==> config.mk <==
export PLATFORM = sky130hd
export DESIGN_NAME = substring_first_match_search_core
export DESIGN_NICKNAME = d
export VERILOG_FILES = /design/src/rtl/sfms_pkg.sv /design/src/rtl/substring_first_match_search_core.sv /design/src/rtl/sfms_cell.sv
export SDC_FILE = /design/constraint.sdc
export NUM_CORES = 1
export LEC_CHECK = 0
export BUFFER_PORTS_ARGS = -buffer_cell sky130_fd_sc_hd__buf_2
export CORE_UTILIZATION = 45
export DETAILED_ROUTE_END_ITERATION = 8
export PLACE_DENSITY = 0.75
export SKIP_CTS_REPAIR_TIMING = 1
export SYNTH_ARGS = -nofsm -noshare
export SYNTH_HDL_FRONTEND = slang
export SYNTH_HIERARCHICAL = 1
export SYNTH_SLANG_ARGS = --single-unit
==> constraint.sdc <==
create_clock -name clk -period 10.5 [get_ports clk]
set_input_delay 2.1 -clock clk [delete_from_list [all_inputs] [get_ports clk]]
set_output_delay 2.1 -clock clk [all_outputs]
set_load 0.005 [all_outputs]
==> src/rtl/sfms_pkg.sv <==
package sfms_pkg;

  // Lanes of the needle register: one byte each.
  localparam int NEEDLE_LANES   = 8;
  localparam int LEN_W          = 4;
  localparam int LANE_W         = 3;
  localparam int IDX_W          = 16;
  localparam int CFG_IDX_W      = 8;
  localparam int CFG_DATA_W     = 64;

  localparam int MAX_NEEDLE_DEF = 8;
  localparam int MAX_TEXT_DEF   = 65536;

  // Register indexes
  localparam logic [CFG_IDX_W-1:0] REG_NEEDLE_BYTES  = 8'd0;
  localparam logic [CFG_IDX_W-1:0] REG_NEEDLE_LENGTH = 8'd1;

  typedef struct packed {
    logic [7:0] text_byte;
    logic       last_byte;
  } in_item_t;

  typedef struct packed {
    logic             found;
    logic [IDX_W-1:0] match_index;
    logic             too_long;
  } out_item_t;

  typedef struct packed {
    logic             shift;
    logic [LEN_W-1:0] len;
  } cell_ctrl_t;

endpackage

==> src/rtl/substring_first_match_search_core.sv <==
// The result item is registered: it appears in the cycle after the accepted last byte.
// Throughput: 1 text byte per cycle while the result side is not stalled; the compare row checks the whole window
// against the needle in the same cycle that the byte shifts in.
// Reset: rst_n is synchronous, active low; clears needle registers, per-text
// state and the output valid flag. Per-text state also clears after each last byte.
module substring_first_match_search_core #(
  parameter int MAX_NEEDLE = sfms_pkg::MAX_NEEDLE_DEF,
  parameter int MAX_TEXT   = sfms_pkg::MAX_TEXT_DEF
) (
  input  logic                              clk,
  input  logic                              rst_n,
  input  logic                              in_valid,
  output logic                              in_ready,
  input  sfms_pkg::in_item_t                in_data,
  output logic                              out_valid,
  input  logic                              out_ready,
  output sfms_pkg::out_item_t               out_data,
  input  logic                              cfg_valid,
  output logic                              cfg_ready,
  input  logic [sfms_pkg::CFG_IDX_W-1:0]    cfg_index,
  input  logic [sfms_pkg::CFG_DATA_W-1:0]   cfg_data
);
  import sfms_pkg::*;

  // Only as many window cells as the needle register has lanes can ever compare.
  localparam int NCELL = (MAX_NEEDLE < NEEDLE_LANES) ? MAX_NEEDLE : NEEDLE_LANES;
  localparam int PW    = $clog2(MAX_TEXT + 1);
  localparam int IW    = (PW > IDX_W) ? PW : IDX_W;

  // Configuration registers
  logic [CFG_DATA_W-1:0] needle_r;
  logic [LEN_W-1:0]      needle_len_r;
  logic [LEN_W-1:0]      len_eff;

  // Per-text state
  logic [PW-1:0]    pos_r, pos_nxt;
  logic             seen_r, seen_nxt;
  logic [IDX_W-1:0] first_r, first_nxt;
  logic             ovf_r, ovf_nxt;

  // Output register
  logic      out_valid_r, out_valid_nxt;
  out_item_t out_data_r, out_data_nxt;

  logic             accept;
  logic             over;
  logic             all_hit;
  logic             filled;
  logic [PW:0]      pos_inc;
  logic [IW-1:0]    start_full;
  cell_ctrl_t       cctrl;
  logic [7:0]       link [NCELL+1];
  logic [NCELL-1:0] hits;

  assign cfg_ready = 1'b1;
  assign in_ready  = !out_valid_r || out_ready;
  assign accept    = in_valid && in_ready;
  assign out_valid = out_valid_r;
  assign out_data  = out_data_r;

  // Clamp the needle length to the lanes we have.
  assign len_eff = (needle_len_r > LEN_W'(NCELL)) ? LEN_W'(NCELL) : needle_len_r;

  // Bytes past the length limit only raise the overflow flag.
  assign over        = pos_r >= PW'(MAX_TEXT);
  assign cctrl.shift = accept && !over;
  assign cctrl.len   = len_eff;

  // Compare row: newest byte enters cell 0, each cell hands its byte onward.
  assign link[0] = in_data.text_byte;
  for (genvar k = 0; k < NCELL; k++) begin : g_cell
    sfms_cell #(.K(k)) u_cell (
      .clk      (clk),
      .ctrl     (cctrl),
      .needle   (needle_r),
      .byte_in  (link[k]),
      .byte_out (link[k+1]),
      .hit      (hits[k])
    );
  end
  assign all_hit = &hits;

  // Enough bytes taken for a full-length compare, counting this one.
  assign pos_inc    = (PW+1)'(pos_r) + (PW+1)'(1);
  assign filled     = pos_inc >= (PW+1)'(len_eff);
  assign start_full = IW'(pos_r) + IW'(1) - IW'(len_eff);

  always_comb begin
    pos_nxt   = pos_r;
    seen_nxt  = seen_r;
    first_nxt = first_r;
    ovf_nxt   = ovf_r | (accept && over);
    if (cctrl.shift) begin
      pos_nxt = pos_inc[PW-1:0];
      if (!seen_r) begin
        if (len_eff == '0) begin
          seen_nxt  = 1'b1;
          first_nxt = '0;
        end else if (filled && all_hit) begin
          seen_nxt  = 1'b1;
          first_nxt = start_full[IDX_W-1:0];
        end
      end
    end
  end

  // Result item on the last byte; hold it until taken.
  always_comb begin
    out_valid_nxt = out_valid_r;
    out_data_nxt  = out_data_r;
    if (accept && in_data.last_byte) begin
      out_valid_nxt            = 1'b1;
      out_data_nxt.found       = seen_nxt;
      out_data_nxt.match_index = seen_nxt ? first_nxt : '0;
      out_data_nxt.too_long    = ovf_nxt;
    end else if (out_ready) begin
      out_valid_nxt = 1'b0;
    end
  end

  always_ff @(posedge clk) begin
    if (!rst_n) begin
      needle_r     <= '0;
      needle_len_r <= '0;
      pos_r        <= '0;
      seen_r       <= 1'b0;
      first_r      <= '0;
      ovf_r        <= 1'b0;
      out_valid_r  <= 1'b0;
    end else begin
      if (cfg_valid && cfg_ready) begin
        case (cfg_index)
          REG_NEEDLE_BYTES:  needle_r     <= cfg_data;
          REG_NEEDLE_LENGTH: needle_len_r <= cfg_data[LEN_W-1:0];
          default: ;
        endcase
      end
      out_valid_r <= out_valid_nxt;
      // Drop per-text state after the last byte.
      if (accept && in_data.last_byte) begin
        pos_r   <= '0;
        seen_r  <= 1'b0;
        first_r <= '0;
        ovf_r   <= 1'b0;
      end else begin
        pos_r   <= pos_nxt;
        seen_r  <= seen_nxt;
        first_r <= first_nxt;
        ovf_r   <= ovf_nxt;
      end
    end
  end

  always_ff @(posedge clk) begin
    out_data_r <= out_data_nxt;
  end

endmodule

==> src/rtl/sfms_cell.sv <==
module sfms_cell #(
  parameter int K = 0
) (
  input  logic                                       clk,
  input  sfms_pkg::cell_ctrl_t                       ctrl,
  input  logic [sfms_pkg::NEEDLE_LANES*8-1:0]        needle,
  input  logic [7:0]                                 byte_in,
  output logic [7:0]                                 byte_out,
  output logic                                       hit
);
  import sfms_pkg::*;

  logic [7:0]       byte_r;
  logic [LEN_W-1:0] lane_full;
  logic [LANE_W-1:0] lane;
  logic             active;

  // Window position K lines up with needle lane len-1-K.
  assign active    = LEN_W'(K) < ctrl.len;
  assign lane_full = ctrl.len - LEN_W'(K) - LEN_W'(1);
  assign lane      = lane_full[LANE_W-1:0];
  assign hit       = !active || (byte_in == needle[lane*8 +: 8]);
  assign byte_out  = byte_r;

  always_ff @(posedge clk) begin
    if (ctrl.shift) begin
      byte_r <= byte_in;
    end
  end

endmodule

==> impl_metrics.env, run 1 <==
export IMPL_status="complete, no violations"
export IMPL_num_fill_cells=2508
export IMPL_ir_drop_mv=0.100
export IMPL_worstHoldPathType="reg -> reg"
export IMPL_antenna_found_initial=0
export IMPL_wire_per_inst_um=21.4
export IMPL_cts_tree="done"
export IMPL_final_common_cell="nand2_1"
export IMPL_clock_tree_buffer_depth=2
export IMPL_p_leak_nw=5.03
export IMPL_finalSetupTns_ns=0
export IMPL_num_io_pins=107
export IMPL_dpl_cell_area_um2=13400
export IMPL_clock_skew_ns=0.00867
export IMPL_drive_above_1_share_pct=19.9
export IMPL_postSynthCellCount=1171
export IMPL_cp_arrival_ns=5.97
export IMPL_first_iter_violations=1279
export IMPL_crit_chain="inv_1, nand2_1, inv_2, buf_4, inv_1, ha_1, mux4_1, xor2_1, nor4_1, nand2_1, o221ai_1, nand4_1, or2_2, and2b_1, a211o_2, a22oi_1, nor2_1"
export IMPL_grt_pass1_vias=9252
export IMPL_core_um2=28000
export IMPL_crit_path_max_fanout=43
export IMPL_yosysWarnings=6
export IMPL_rsz0062_at_grt="false"
export IMPL_required_ns=10.67
export IMPL_syn2layout_area_growth_pct=8.48
export IMPL_dr_pass1_iters=6
export IMPL_period_needed_ns=5.80
export IMPL_worstSetupPathType="reg -> reg"
export IMPL_design_area_um2=14000
export IMPL_slowest_delay_ns=0.71
export IMPL_overflow=0
export IMPL_worstMarginPinSlew_ns=1.14
export IMPL_cellPowerDensity_nw_per_um2=106
export IMPL_relSlewSlack_pct=23.9
export IMPL_wl_mm=34.6
export IMPL_drv_cap=0
export IMPL_cts_buffers=17
export IMPL_drc=0
export IMPL_dp_cells=1587
export IMPL_grt_max_degree=121
export IMPL_vias=9961
export IMPL_critPathSlowestCell="ha_1"
export IMPL_cts_root_buf="clkbuf_16"
export IMPL_fin_crit_sh_pct=55.3
export IMPL_grt_pass1_wl_mm=53.5
export IMPL_cts_sinks=178
export IMPL_htree_levels=4
export IMPL_grt_usage_pct=24.1
export IMPL_antenna_left=0
export IMPL_die_x_um=171
export IMPL_diodes=0
export IMPL_clk_latency_ns=0.45
export IMPL_setup_viol=0
export IMPL_synth_nets=1304
export IMPL_die_y_um=171
export IMPL_netlist_area_um2=12900
export IMPL_final_cell_mix="nand2_1, buf_2, dfxtp_1, xor2_1, edfxtp_1"
export IMPL_initial_core_util_pct=46.1
export IMPL_finalHoldViolations=0
export IMPL_critPathLaunchType="flop"
export IMPL_place_hpwl_mm=24.3
export IMPL_fmax_mhz=172
export IMPL_std_cell_rows=61
export IMPL_end_kind="flop"
export IMPL_drv_slew=0
export IMPL_synth_area_per_cell_um2=11.0
export IMPL_clk_pin_slew_ns=0.07
export IMPL_die_area_um2=29300
export IMPL_finalNonFillerCells=1618
export IMPL_nets=1361
export IMPL_io_buffers=105
export IMPL_gp_congestion=0.966
export IMPL_via_per_inst=6.16
[power by group]
part           switching [mW]  internal, mW  total, mW
combinational          0.0494        0.0359     0.0854
sequential             0.0183         0.741      0.759
clock                   0.294         0.344      0.638
total                   0.361          1.12       1.48
[metrics by stage]
step / setup WS (ns) / total power, mW / util (%) / hold slack, ns
finish: 4.70 / 1.48 / 50.0 / 0.473
global route: 4.45 / 1.52 / 50.0 / 0.486
floorplan: 5.98 / 0.818 / - / 0.435
global placement: 5.13 / 0.858 / 47.9 / 0.449
CTS: 4.78 / 1.49 / 50.0 / 0.473
detailed placement: 4.85 / 0.859 / 47.9 / 0.455
[state kept, by name (all words and copies together) (netlist names)]
register,count
ovf_r,1
seen_r,1
pos_r,17
g_cell.u_cell/byte_out,56
first_r,16
out_valid,1
needle_len_r,4
out_data,18
needle_r,64
[worst max-delay path: cells and delay by family, from the launching register on]
family | cells | cell delay, ns
AO/OA/AOI/OAI | 3 | 0.96
XOR/XNOR | 1 | 0.17
adder cells (fa/ha/maj) | 1 | 0.71
buffers and inverters | 4 | 1.34
flip-flops | 1 | 0.50
multiplexers | 1 | 0.44
AND/OR/NAND/NOR | 7 | 1.36
[layout make-up]
cell class / instances / area [um^2] / share of cell area [%]
clock buffer: 19 / 454 / 3.25
clock inverter: 12 / 115 / 0.823
inverter: 34 / 135 / 0.966
multi-input combinational: 886 / 7940 / 56.8
sequential: 178 / 4300 / 30.8
tap: 378 / 473 / 3.38
timing repair buffer: 111 / 571 / 4.08
[worst paths after layout]
| check | start | endpoint | slack (ns) | cells after the start |
|---|---|---|---|---|
| min | first_r[13] | first_r[13] | 0.47 | 2 |
| max | needle_len_r[3] | out_data[6] | 4.70 | 17 |
| min reg2reg | first_r[13] | first_r[13] | 0.47 | 2 |
| max reg2reg | needle_len_r[3] | out_data[6] | 4.70 | 17 |
[layer usage]
layer | part of all wire, % | wire length, um | track usage [%]
met5 | 0 | 0 | 0
met4 | 4.1 | 1420 | 10.9
met3 | 9.8 | 3380 | 5.73
met2 | 43 | 15000 | 35.7
met1 | 43 | 14700 | 33.4
(Power assumes the default switching activity.)
==> run 2: changes to the inputs <==
==> constraint.sdc (replaced) <==
create_clock -name clk -period 5.6 [get_ports clk]
set_input_delay 1.12 -clock clk [delete_from_list [all_inputs] [get_ports clk]]
set_output_delay 1.12 -clock clk [all_outputs]
set_load 0.005 [all_outputs]
==> run 2 against run 1 <==
  * Maximum frequency is 13% higher
  * Register-to-register slack worse by 4.2 ns
  * Global-route usage increased by 0.30 points
  * Clock skew fell by 0.0019 ns
  * Core utilization is 0.27 points higher
  * Sequential share of layout area decreased by 0.17 points
  * Flip-flop and latch count unchanged
  * Cell area is 0.55% higher
  * Wire length up 0.40%
  * Via count is 0.22% higher
  * Die area stayed put
  * Clock power grew 90%
  * Largest power group unchanged
==> impl_metrics.env, run 2 (synthesis gave the netlist of run 1 again) <==
export IMPL_status="complete, no violations"
export IMPL_grt_pass1_vias=9311
export IMPL_cts_root_buf="clkbuf_16"
export IMPL_setup_viol=0
export IMPL_pwr_share_seq_pct=51.1
export IMPL_antenna_left=0
export IMPL_end_kind="flop"
export IMPL_period_needed_ns=5.12
export IMPL_design_area_um2=14100
export IMPL_finalSetupTns_ns=0
export IMPL_io_buffers=105
export IMPL_cellPowerDensity_nw_per_um2=198
export IMPL_p_leak_nw=5.07
export IMPL_rsz0062_at_grt="false"
export IMPL_finalHoldViolations=0
export IMPL_drc=0
export IMPL_drive_above_1_share_pct=20.4
export IMPL_grt_max_degree=72
export IMPL_syn2layout_area_growth_pct=9.07
export IMPL_drv_cap=0
export IMPL_relSlewSlack_pct=26.5
export IMPL_nets=1366
export IMPL_wire_per_inst_um=21.4
export IMPL_ir_drop_mv=0.213
export IMPL_place_hpwl_mm=24.9
export IMPL_p_int_mw=2.09
export IMPL_final_common_cell="nand2_1"
export IMPL_grt_usage_pct=24.4
export IMPL_wl_mm=34.7
export IMPL_critPathLaunchType="flop"
export IMPL_dpl_cell_area_um2=13500
export IMPL_cts_buffers=17
export IMPL_final_cell_mix="nand2_1, buf_2, dfxtp_1, xor2_1, edfxtp_1"
export IMPL_required_ns=5.77
export IMPL_grt_pass1_wl_mm=53.7
export IMPL_clock_skew_ns=0.00680
export IMPL_num_fill_cells=2471
export IMPL_clk_latency_ns=0.45
export IMPL_die_area_um2=29300
export IMPL_dr_pass1_iters=5
export IMPL_clk_pin_slew_ns=0.07
export IMPL_cts_sinks=178
export IMPL_htree_levels=4
export IMPL_pwr_share_clk_pct=43.2
export IMPL_clock_tree_buffer_depth=2
export IMPL_worstHoldPathType="reg -> reg"
export IMPL_fmax_mhz=195
export IMPL_die_y_um=171
export IMPL_power_switching_uw=701
export IMPL_antenna_found_initial=0
export IMPL_diodes=0
export IMPL_seq_area_um2=4300
export IMPL_largest_reg_flops=64
export IMPL_initial_core_util_pct=46.1
export IMPL_via_per_inst=6.15
export IMPL_pwr_share_comb_pct=5.7
export IMPL_worstMarginPinSlew_ns=1.10
export IMPL_die_x_um=171
export IMPL_fin_crit_sh_pct=91.4
export IMPL_cp_arrival_ns=5.29
export IMPL_vias=9983
export IMPL_num_io_pins=107
export IMPL_switching_share_pct=25.1
export IMPL_cts_tree="done"
export IMPL_drv_slew=0
export IMPL_std_cell_rows=61
export IMPL_overflow=0
export IMPL_core_um2=28000
export IMPL_gp_congestion=1.01
export IMPL_regMostFlops="needle_r"
export IMPL_worstSetupPathType="reg -> reg"
export IMPL_crit_path_max_fanout=16
export IMPL_multi_input_area_um2=7940
export IMPL_first_iter_violations=1123
## run 2: cell types whose count changed in the layout (fill, tap and decap cells not counted)
cell       delta
buf_4         +4
clkbuf_16     -1
clkinv_4      +1
inv_4         -1
buf_12        +1
clkinv_8      +3
inv_6         +1
clkinv_2      -1
clkbuf_1      -1
## run 2: stage by stage
stage | hold slack [ns] | total power [mW] | std cells | utilization, % | setup WS, ns
6_report | 0.472 | 2.79 | 1624 | 50.2 | 0.483
5_1_grt | 0.487 | 2.87 | 1624 | 50.2 | 0.282
4_1_cts | 0.472 | 2.81 | 1624 | 50.2 | 0.599
3_5_place_dp | 0.455 | 1.61 | 1592 | 48.1 | 0.616
3_3_place_gp | 0.448 | 1.61 | 1592 | 48.1 | 0.715
2_1_floorplan | 0.435 | 1.53 | 1171 | - | 1.08
## run 2: per-layer routing
metal / share of wire, % / global-route usage [%] / vias up
met1: 43 / 34.6 / 4746
li1: - / - / 4498
met4: 3.7 / 10.4 / 0
met3: 10 / 5.38 / 101
met2: 43 / 35.8 / 638
met5: 0 / 0 / -
## run 2: layout make-up
cell class | count | area share, %
clock inverter | 15 | 1.21
timing repair buffer | 116 | 4.41
inverter | 34 | 0.960
multi-input combinational | 886 | 56.4
tap | 378 | 3.36
clock buffer | 17 | 3.02
sequential | 178 | 30.6
## run 2: worst max-delay path: stages, from the launching register on
cell and delay, ns:
dfxtp_1 0.51, inv_1 0.21, nand2_1 0.11, inv_2 0.23, buf_4 0.27, inv_1 0.08, ha_1 0.65, mux4_1 0.40
xor2_1 0.16, nor4_1 0.36, nand2_1 0.09, o221ai_1 0.25, nand4_1 0.13, or2_2 0.38, and2b_1 0.18, a211o_2 0.45
a22oi_1 0.29, nor2_1 0.06
## run 2: path summary, 6_finish.rpt
path	slack (ns)	to	start	depth (start not counted)
min	0.47	first_r[4]	first_r[4]	2
max reg2reg	0.48	out_data[4]	needle_len_r[3]	17
max	0.48	out_data[4]	needle_len_r[3]	17
min reg2reg	0.47	first_r[4]	first_r[4]	2
## run 2: power by group through the flow
stage	clock, mW	sequential [mW]	combinational (mW)
2_1_floorplan	0	1.44	0.0955
3_3_place_gp	0	1.45	0.156
3_5_place_dp	0	1.45	0.157
4_1_cts	1.22	1.43	0.158
5_1_grt	1.27	1.43	0.172
6_report	1.21	1.43	0.159
==> run 3: changes to the inputs <==
--- a/config.mk
+++ b/config.mk
@@ -8,7 +8,9 @@
 export BUFFER_PORTS_ARGS = -buffer_cell sky130_fd_sc_hd__buf_2
 export CORE_UTILIZATION = 45
 export DETAILED_ROUTE_END_ITERATION = 8
+export HOLD_SLACK_MARGIN = 0.05
 export PLACE_DENSITY = 0.75
+export RECOVER_POWER = 50
 export SKIP_CTS_REPAIR_TIMING = 1
 export SYNTH_ARGS = -nofsm -noshare
 export SYNTH_HDL_FRONTEND = slang
==> constraint.sdc (replaced) <==
create_clock -name clk -period 5.6 [get_ports clk]
set_input_delay 0 -clock clk [delete_from_list [all_inputs] [get_ports clk]]
set_output_delay 0 -clock clk [all_outputs]
set_load 0.005 [all_outputs]
==> run 3 against run 2 <==
  * The run now ends with max-capacitance violations, max-slew violations left
  * Clock skew increased by 0.0042 ns
  * Highest routed layer unchanged
  * Largest cell class unchanged
  * Maximum frequency decreased by 1.7%
  * Power increased by 1.5%
  * Critical path depth unchanged
==> impl_metrics.env, run 3 (synthesis gave the netlist of run 1 again) <==
export IMPL_status="finished, violations left"
export IMPL_violations="max-capacitance violations, max-slew violations"
export IMPL_finalHoldViolations=0
export IMPL_worstSetupPathType="reg -> reg"
export IMPL_cts_sinks=178
export IMPL_die_y_um=171
export IMPL_grt_usage_pct=24.7
export IMPL_num_io_pins=107
export IMPL_drc=0
export IMPL_drv_cap=2
export IMPL_hold_start="cfg_index[4]"
export IMPL_first_iter_violations=1226
export IMPL_grt_max_degree=72
export IMPL_fin_crit_sh_pct=92.9
export IMPL_setup_slack_ns=0.396
export IMPL_std_cell_rows=61
export IMPL_relSlewSlack_pct=-123
export IMPL_wl_mm=37.4
export IMPL_clk_latency_ns=0.45
export IMPL_crit_path_max_fanout=16
export IMPL_die_area_um2=29300
export IMPL_io_buffers=105
export IMPL_path_delay_family="simple AND/OR/NAND/NOR gates"
export IMPL_cts_root_buf="clkbuf_16"
export IMPL_finalNonFillerCells=1708
export IMPL_clock_skew_ns=0.0110
export IMPL_end_kind="flop"
export IMPL_htree_levels=4
export IMPL_drv_slew=100
export IMPL_place_hpwl_mm=24.9
export IMPL_gp_congestion=1.01
export IMPL_critPathSlowestCell="ha_1"
export IMPL_critPathLaunch="needle_len_r[3]"
export IMPL_regMostFlops="needle_r"
export IMPL_antenna_left=0
export IMPL_worstMarginPinSlew_ns=3.35
export IMPL_period_needed_ns=5.20
export IMPL_clk_pin_slew_ns=0.07
export IMPL_required_ns=5.77
export IMPL_worstHoldPathCells=6
export IMPL_num_fill_cells=2373
export IMPL_grt_pass1_vias=9396
export IMPL_vias=10500
export IMPL_clock_tree_buffer_depth=2
export IMPL_hold_ws_ns=0.0654
export IMPL_finalSetupTns_ns=0
export IMPL_nets=1450
export IMPL_final_cell_mix="nand2_1, dfxtp_1, xor2_1, dlygate4sd3_1, buf_2"
export IMPL_rsz0062_at_grt="false"
export IMPL_path_buf_inv=4
export IMPL_dp_cells=1592
export IMPL_dr_pass1_iters=6
export IMPL_cts_buffers=17
export IMPL_cp_arrival_ns=5.38
export IMPL_worstHoldPathType="in -> reg"
export IMPL_syn2layout_area_growth_pct=15.2
export IMPL_timing_rr_start="needle_len_r[3]"
export IMPL_final_common_cell="nand2_1"
export IMPL_slowest_delay_ns=0.67
export IMPL_p_leak_nw=5.32
export IMPL_initial_core_util_pct=46.1
export IMPL_ir_drop_mv=0.222
export IMPL_setup_viol=0
export IMPL_drive_above_1_share_pct=16.6
export IMPL_overflow=0
export IMPL_critical_path_depth=17
export IMPL_critPathLaunchType="flop"
export IMPL_grt_pass1_wl_mm=54.3
export IMPL_fmax_mhz=192
export IMPL_r2r_cells=17
export IMPL_cts_tree="done"
export IMPL_place_ws_ns=0.592
export IMPL_largest_reg_flops=64
export IMPL_antenna_found_initial=0
export IMPL_via_per_inst=6.17
export IMPL_core_um2=28000
export IMPL_die_x_um=171
export IMPL_cellPowerDensity_nw_per_um2=191
export IMPL_crit_chain="inv_1, nand2_1, inv_2, buf_4, inv_1, ha_1, mux4_1, xor2_1, nor4_1, nand2_1, o221ai_1, nand4_1, or2_2, and2b_1, a211o_2, a22oi_1, nor2_1"
export IMPL_diodes=0
export IMPL_wire_per_inst_um=21.9
## run 3: worst min-delay path: cells and delay by family
family          cells  cell delay [ns]
compound gates      1             0.07
buf+inv             1             0.08
simple gates        4             0.31
## run 3: final cells by class
| cell class | instances | area [um^2] | area share, % |
|---|---|---|---|
| Multi-Input combinational cell | 886 | 7940 | 53.4 |
| Tap cell | 378 | 473 | 3.18 |
| Sequential cell | 178 | 4300 | 29.0 |
| Clock buffer | 22 | 485 | 3.27 |
| Inverter | 34 | 135 | 0.909 |
| Clock inverter | 10 | 97.6 | 0.657 |
| Timing Repair Buffer | 200 | 1420 | 9.58 |
## run 3: path summary, 6_finish.rpt
check,endpoint,slack [ns]
worst max-delay path,out_data[4],0.40
worst min register to register,g_cell[3].u_cell/byte_out[6],0.47
worst min-delay path,needle_r[40],0.07
worst max register to register,out_data[4],0.40
## run 3: per-layer routing
metal	wire (um)	up-vias	global-route usage (%)	share of wire, %
li1	-	4652	-	-
met4	1590	0	10.8	4.2
met5	0	-	0	0
met1	15200	5012	34.5	41
met2	16500	741	36.3	44
met3	4120	135	5.87	11
## run 3: power breakdown
part	internal [mW]	leakage [nW]	switching (mW)	total (mW)
logic	0.100	3.47	0.104	0.205
clock network	0.667	0.290	0.534	1.20
registers	1.39	1.56	0.0379	1.43
## run 3: stage by stage
step	total power [mW]	utilization [%]	instance area, um^2
after floorplan	1.53	-	12900
after global placement	1.61	48.1	13500
after detailed placement	1.61	48.1	13500
after CTS	2.79	50.2	14100
after global routing	2.91	53.1	14900
final	2.83	53.1	14900
